### config.mk
export PLATFORM = sky130hd
export DESIGN_NAME = c2d_cell
export DESIGN_NICKNAME = d
export VERILOG_FILES = /design/src/hw/rtl/assert_macros.svh /design/src/hw/rtl/c2d_pkg.sv /design/src/hw/rtl/c2d_cell.sv
export SDC_FILE = /design/constraint.sdc
export NUM_CORES = 2
export LEC_CHECK = 0
export BUFFER_PORTS_ARGS = -buffer_cell sky130_fd_sc_hd__clkbuf_2
export CAP_MARGIN = 15
export CORE_MARGIN = 4
export CORE_UTILIZATION = 53
export CTS_BUF_LIST = sky130_fd_sc_hd__clkbuf_16
export DETAILED_ROUTE_END_ITERATION = 16
export PLACE_DENSITY = 0.7
export RECOVER_POWER = 50
export REMOVE_ABC_BUFFERS = 1
export SLEW_MARGIN = 20
export SYNTH_ARGS = -nofsm -noshare
export SYNTH_HDL_FRONTEND = slang
export SYNTH_SLANG_ARGS = --single-unit
### constraint.sdc
create_clock -name aclk -period 8.8 [get_ports aclk]
set_input_delay 2.2 -clock aclk [delete_from_list [all_inputs] [get_ports aclk]]
set_output_delay 2.2 -clock aclk [all_outputs]
set_load 0.01 [all_outputs]
### src/hw/rtl/assert_macros.svh
// Assertion macros used by the top-level RTL file of the 3x3 convolution block.
// No dependencies; define NO_ASSERTIONS to compile them out.
`ifndef ASSERT_MACROS_SVH
`define ASSERT_MACROS_SVH
`ifndef NO_ASSERTIONS
`define C2D_ASSERT(lbl, clk, rstn, prop, msg) \
    lbl: assert property (@(posedge clk) disable iff (!rstn) (prop)) else $error(msg);
`define C2D_ASSERT_IMPL(lbl, clk, rstn, ante, cons, msg) \
    lbl: assert property (@(posedge clk) disable iff (!rstn) (ante) |-> (cons)) else $error(msg);
`define C2D_ASSERT_NEXT(lbl, clk, rstn, ante, cons, msg) \
    lbl: assert property (@(posedge clk) disable iff (!rstn) (ante) |=> (cons)) else $error(msg);
`else
`define C2D_ASSERT(lbl, clk, rstn, prop, msg)
`define C2D_ASSERT_IMPL(lbl, clk, rstn, ante, cons, msg)
`define C2D_ASSERT_NEXT(lbl, clk, rstn, ante, cons, msg)
`endif
`endif

### src/hw/rtl/c2d_pkg.sv
// Package of the 3x3 convolution block: constants, register indexes, cell control.
// No dependencies.
`timescale 1ns / 1ps

package c2d_pkg;

    localparam int DEF_MAX_WIDTH   = 1024;
    localparam int DEF_PIXEL_BITS  = 16;
    localparam int DEF_COEF_BITS   = 16;

    localparam int KSIZE           = 3;    // kernel rows, columns and cells
    localparam int TAP_SLOT        = 16;   // tap pitch in a coefficient register
    localparam int SUM_BITS        = 35;

    localparam int WIDTH_REG_BITS  = 11;
    localparam int HEIGHT_REG_BITS = 16;
    localparam int COEF_REG_BITS   = 48;
    localparam int CFG_ADDR_BITS   = 3;
    localparam int CFG_DATA_BITS   = 48;

    localparam int RESET_WIDTH     = 6;
    localparam int RESET_HEIGHT    = 6;

    typedef enum logic [CFG_ADDR_BITS-1:0] {
        REG_IMAGE_WIDTH  = 3'd0,
        REG_IMAGE_HEIGHT = 3'd1,
        REG_COEF_ROW0    = 3'd2,
        REG_COEF_ROW1    = 3'd3,
        REG_COEF_ROW2    = 3'd4
    } c2d_reg_t;

    // shift: a new column enters the window; step: product/sum pipeline moves
    typedef struct packed {
        logic shift;
        logic step;
    } c2d_cell_ctrl_t;

endpackage

### src/hw/rtl/c2d_cell.sv
// One window column cell: holds a 3-pixel column, hands it to its neighbor,
// forms three registered products and their registered column sum. Uses c2d_pkg.
`timescale 1ns / 1ps

module c2d_cell #(
    parameter int PIXEL_BITS = c2d_pkg::DEF_PIXEL_BITS,
    parameter int COEF_BITS  = c2d_pkg::DEF_COEF_BITS
) (
    input  logic                                   aclk,
    input  logic                                   aresetn,
    input  c2d_pkg::c2d_cell_ctrl_t                ctrl,
    input  logic [c2d_pkg::KSIZE*PIXEL_BITS-1:0]   col_in,   // row 0 in low bits
    input  logic [c2d_pkg::KSIZE*COEF_BITS-1:0]    taps,     // row 0 in low bits
    output logic [c2d_pkg::KSIZE*PIXEL_BITS-1:0]   col_out,
    output logic signed [c2d_pkg::SUM_BITS-1:0]    col_sum
);

    import c2d_pkg::*;

    localparam int PROD_BITS = PIXEL_BITS + COEF_BITS;

    logic [KSIZE*PIXEL_BITS-1:0]  col_reg;
    logic signed [PROD_BITS-1:0]  prod_reg  [KSIZE];
    logic signed [PROD_BITS-1:0]  prod_next [KSIZE];
    logic signed [SUM_BITS-1:0]   sum_reg;
    logic signed [SUM_BITS-1:0]   sum_next;

    always_ff @(posedge aclk) begin
        if (!aresetn) begin
            col_reg <= '0;
        end else if (ctrl.shift) begin
            col_reg <= col_in;
        end
    end

    always_comb begin
        for (int k = 0; k < KSIZE; k++) begin
            prod_next[k] = $signed(col_reg[k*PIXEL_BITS +: PIXEL_BITS])
                         * $signed(taps[k*COEF_BITS +: COEF_BITS]);
        end
    end

    // sum wraps at SUM_BITS, which is exact for the field's range
    always_comb begin
        sum_next = '0;
        for (int k = 0; k < KSIZE; k++) begin
            sum_next = sum_next + SUM_BITS'(prod_reg[k]);
        end
    end

    always_ff @(posedge aclk) begin
        if (ctrl.step) begin
            for (int k = 0; k < KSIZE; k++) begin
                prod_reg[k] <= prod_next[k];
            end
            sum_reg <= sum_next;
        end
    end

    assign col_out = col_reg;
    assign col_sum = sum_reg;

endmodule

==> results.json <==
{
  "path_clk_slew_ns": 0.08,
  "crit_arrival_ns": 8.37,
  "power_leakage_nw": 19.83,
  "worstReg2RegStart": "col_out[31]$_SDFFE_PN0P_",
  "grt_pass1_wl_um": 141100,
  "yosysSeqAreaShare_pct": 13.09,
  "ys_types": 66,
  "worst_slew_pin_slew_ns": 4.271,
  "final_max_slew_viol_count": 182,
  "antenna_found_initial": 1,
  "place_congestion": 0.8541,
  "core-area_um2": 69070,
  "drt_wl_total_um": 83370,
  "cp-start-kind": "primary input",
  "die_x_um": 272.9,
  "crit_fanout": 15,
  "skew_ns": 0.01750,
  "fin_crit_sh_pct": 92.43,
  "syn_area_um2": 37180,
  "clock_latency_ns": 0.49,
  "h-tree-depth": 4,
  "drt-wirelength-per-cell_um": 17.34,
  "num_antenna_cells": 0,
  "highest_layer": "met4",
  "dr.pass1.iters": 5,
  "dp_hpwl_um": 68460,
  "hold_class": "flip-flop to flip-flop",
  "ys_seq_elements": 178,
  "place_inst": 4776,
  "max_freq_ghz": 0.1229,
  "critPathRequiredTime_ns": 9.03,
  "cts-resized-gates": 0,
  "final_cells": 4808,
  "tns_ns": 0,
  "status": "finished with violations",
  "largest_reg_flops": 96,
  "drc_errors": 0,
  "synth_top_area_share_pct": 44.10,
  "clock-sinks": 178,
  "dieArea_um2": 74450,
  "met3WireLength_um": 4536,
  "ys_warn_count": 0,
  "cts_tree": "built",
  "r2r-end": "prod_reg[0][63]$_DFFE_PP_",
  "setup_viol": 0,
  "num_io_pins": 183,
  "synth_common_cells": "inv_1 (870), fa_1 (819), nand2_1 (417)",
  "layout-drive-gt1-share_pct": 5.055,
  "synth.area.top_cells": "fa_1 (44%), edfxtp_1 (11%), ha_1 (9.4%)",
  "async_reset_ff_share_pct": 0,
  "critical_path_class": "primary input to flip-flop",
  "cp-end-kind": "flip-flop",
  "hold_viol_final": 0,
  "cp-endpoint": "prod_reg[0][63]$_DFFE_PP_",
  "drt_iter0_drc": 1361,
  "rows": 96,
  "root_buffer": "clkbuf_16",
  "worstHoldStart": "col_out[31]$_SDFFE_PN0P_",
  "crit_start": "taps[17]",
  "cts_setup_buffers": 0,
  "violations": "capacitance limit, slew limit",
  "synthCells": 3758,
  "met1Wirelength_um": 35810,
  "r2r_cells": 21,
  "synth_edf_count": 130,
  "grtUsageTotal_pct": 23.88,
  "port_buffers": 182,
  "holdBufCountCts": 0,
  "cts.path.max_buffers": 2,
  "synth_most_common_cell": "inv_1",
  "cts_buffers": 17,
  "fin_nets": 5061,
  "ant_nets": 0,
  "grt_max_degree": 68,
  "vias": 25302,
  "initial_utilization_pct": 53.83,
  "powerDensity_nw_per_um2": 319.1,
  "relSlewSlack_pct": -184.8,
  "final.setup.worst_slack_ns": 0.6659,
  "die_h_um": 272.9,
  "grt_overflow": 0,
  "post-place-ws_ns": 0.2889,
  "wl_met2_um": 40960,
  "ys.flop_type": "edfxtp_1",
  "synth_top_cell_by_area": "fa_1",
  "via_per_inst": 5.262,
  "cap_viol_max_count": 3,
  "grt_pass1_vias": 27166,
  "vdd_drop_max_v": 0.0002913,
  "area_delta_synth_final_pct": 6.219,
  "rsz0062_at_grt": "no",
  "period_minus_slack_ns": 8.134,
  "reg2reg_slack_ns": 1.52,
  "syn_area_per_cell_um2": 9.893
}
## per-stage QoR
step / utilization, % / instance area [µm²] / power (mW) / hold slack [ns]
after detailed placement: 56.42 / 38970 / 11.80 / 0.5592
final: 57.18 / 39490 / 12.60 / 0.5626
after floorplan: - / 36740 / 9.290 / 0.6674
after CTS: 57.29 / 39570 / 12.67 / 0.5728
after global routing: 57.18 / 39490 / 14.04 / 0.5940
after global placement: 56.42 / 38970 / 11.61 / 0.5570
## area by class of cell
class / instances / area (µm²)
Clock inverter: 15 / 175.2
Multi-Input combinational cell: 2596 / 28600
Clock buffer: 17 / 425.4
Timing Repair Buffer: 201 / 988.4
Tap cell: 931 / 1165
Inverter: 870 / 3266
Sequential cell: 178 / 4865
Fill cell: 6000 / 29580
## worst min path at each step
stage / end / depth (start not counted)
3_3_place_gp: col_out[31]$_SDFFE_PN0P_ / 2
6_report: col_out[31]$_SDFFE_PN0P_ / 2
4_1_cts: col_out[31]$_SDFFE_PN0P_ / 2
3_5_place_dp: col_out[31]$_SDFFE_PN0P_ / 2
2_1_floorplan: col_out[0]$_SDFFE_PN0P_ / 2
5_1_grt: col_out[31]$_SDFFE_PN0P_ / 2
## report_power, final
| group | switching [mW] | total, mW | internal [mW] |
|---|---|---|---|
| clock network | 0.392 | 0.820 | 0.427 |
| registers | 0.281 | 2.01 | 1.73 |
| logic | 5.62 | 9.78 | 4.16 |
| total | 6.29 | 12.6 | 6.31 |
## cells by family (layout without fill, tap and decap cells)
family / Yosys count / in the layout / synth area share [%]
xor gates and xnor gates: 134 / 134 / 3.157
and+or+nand+nor: 1029 / 1029 / 13.89
adders and majority gates: 1097 / 1097 / 53.46
AOI/OAI and AO/OA: 287 / 287 / 5.143
buffers and inverters: 984 / 1103 / 9.948
muxes: 49 / 49 / 1.319
DFF: 178 / 178 / 13.09
## worst max-delay path, stage by stage
cell and delay, ns:
clkbuf_2 0.12, clkbuf_1 0.54, nand2_1 0.17, fa_1 0.53
fa_1 0.51, fa_1 0.51, inv_1 0.05, fa_1 0.49
fa_1 0.50, inv_1 0.05, fa_1 0.49, inv_1 0.05
ha_1 0.34, a21o_1 0.20, a21oi_1 0.15, o211ai_1 0.14
and3b_1 0.21, a211oi_1 0.40, a311oi_1 0.24, a21o_1 0.22
a21oi_1 0.17, xnor2_1 0.08
## placed cells by master, fill, tap and decap left out, types with 19 or more instances in the layout
cell / n
o21ai_0: 39
nand2b_1: 31
a21o_1: 53
nor3_1: 19
fa_1: 819
inv_1: 870
nand2_1: 417
xnor2_1: 99
nor2b_1: 61
clkbuf_2: 139
edfxtp_1: 130
clkbuf_1: 46
dfxtp_1: 48
mux2i_1: 49
ha_1: 278
a21oi_1: 98
xor2_1: 35
and2_1: 360
nor2_1: 85
## layer usage
layer  GRT usage [%]  vias to the layer above
li1                -                    11518
met1           33.34                    13008
met2           40.28                      677
met3           2.722                       99
met4           6.113                        0
met5               0                        -
Note: power is estimated with default switching activity, not from simulation.
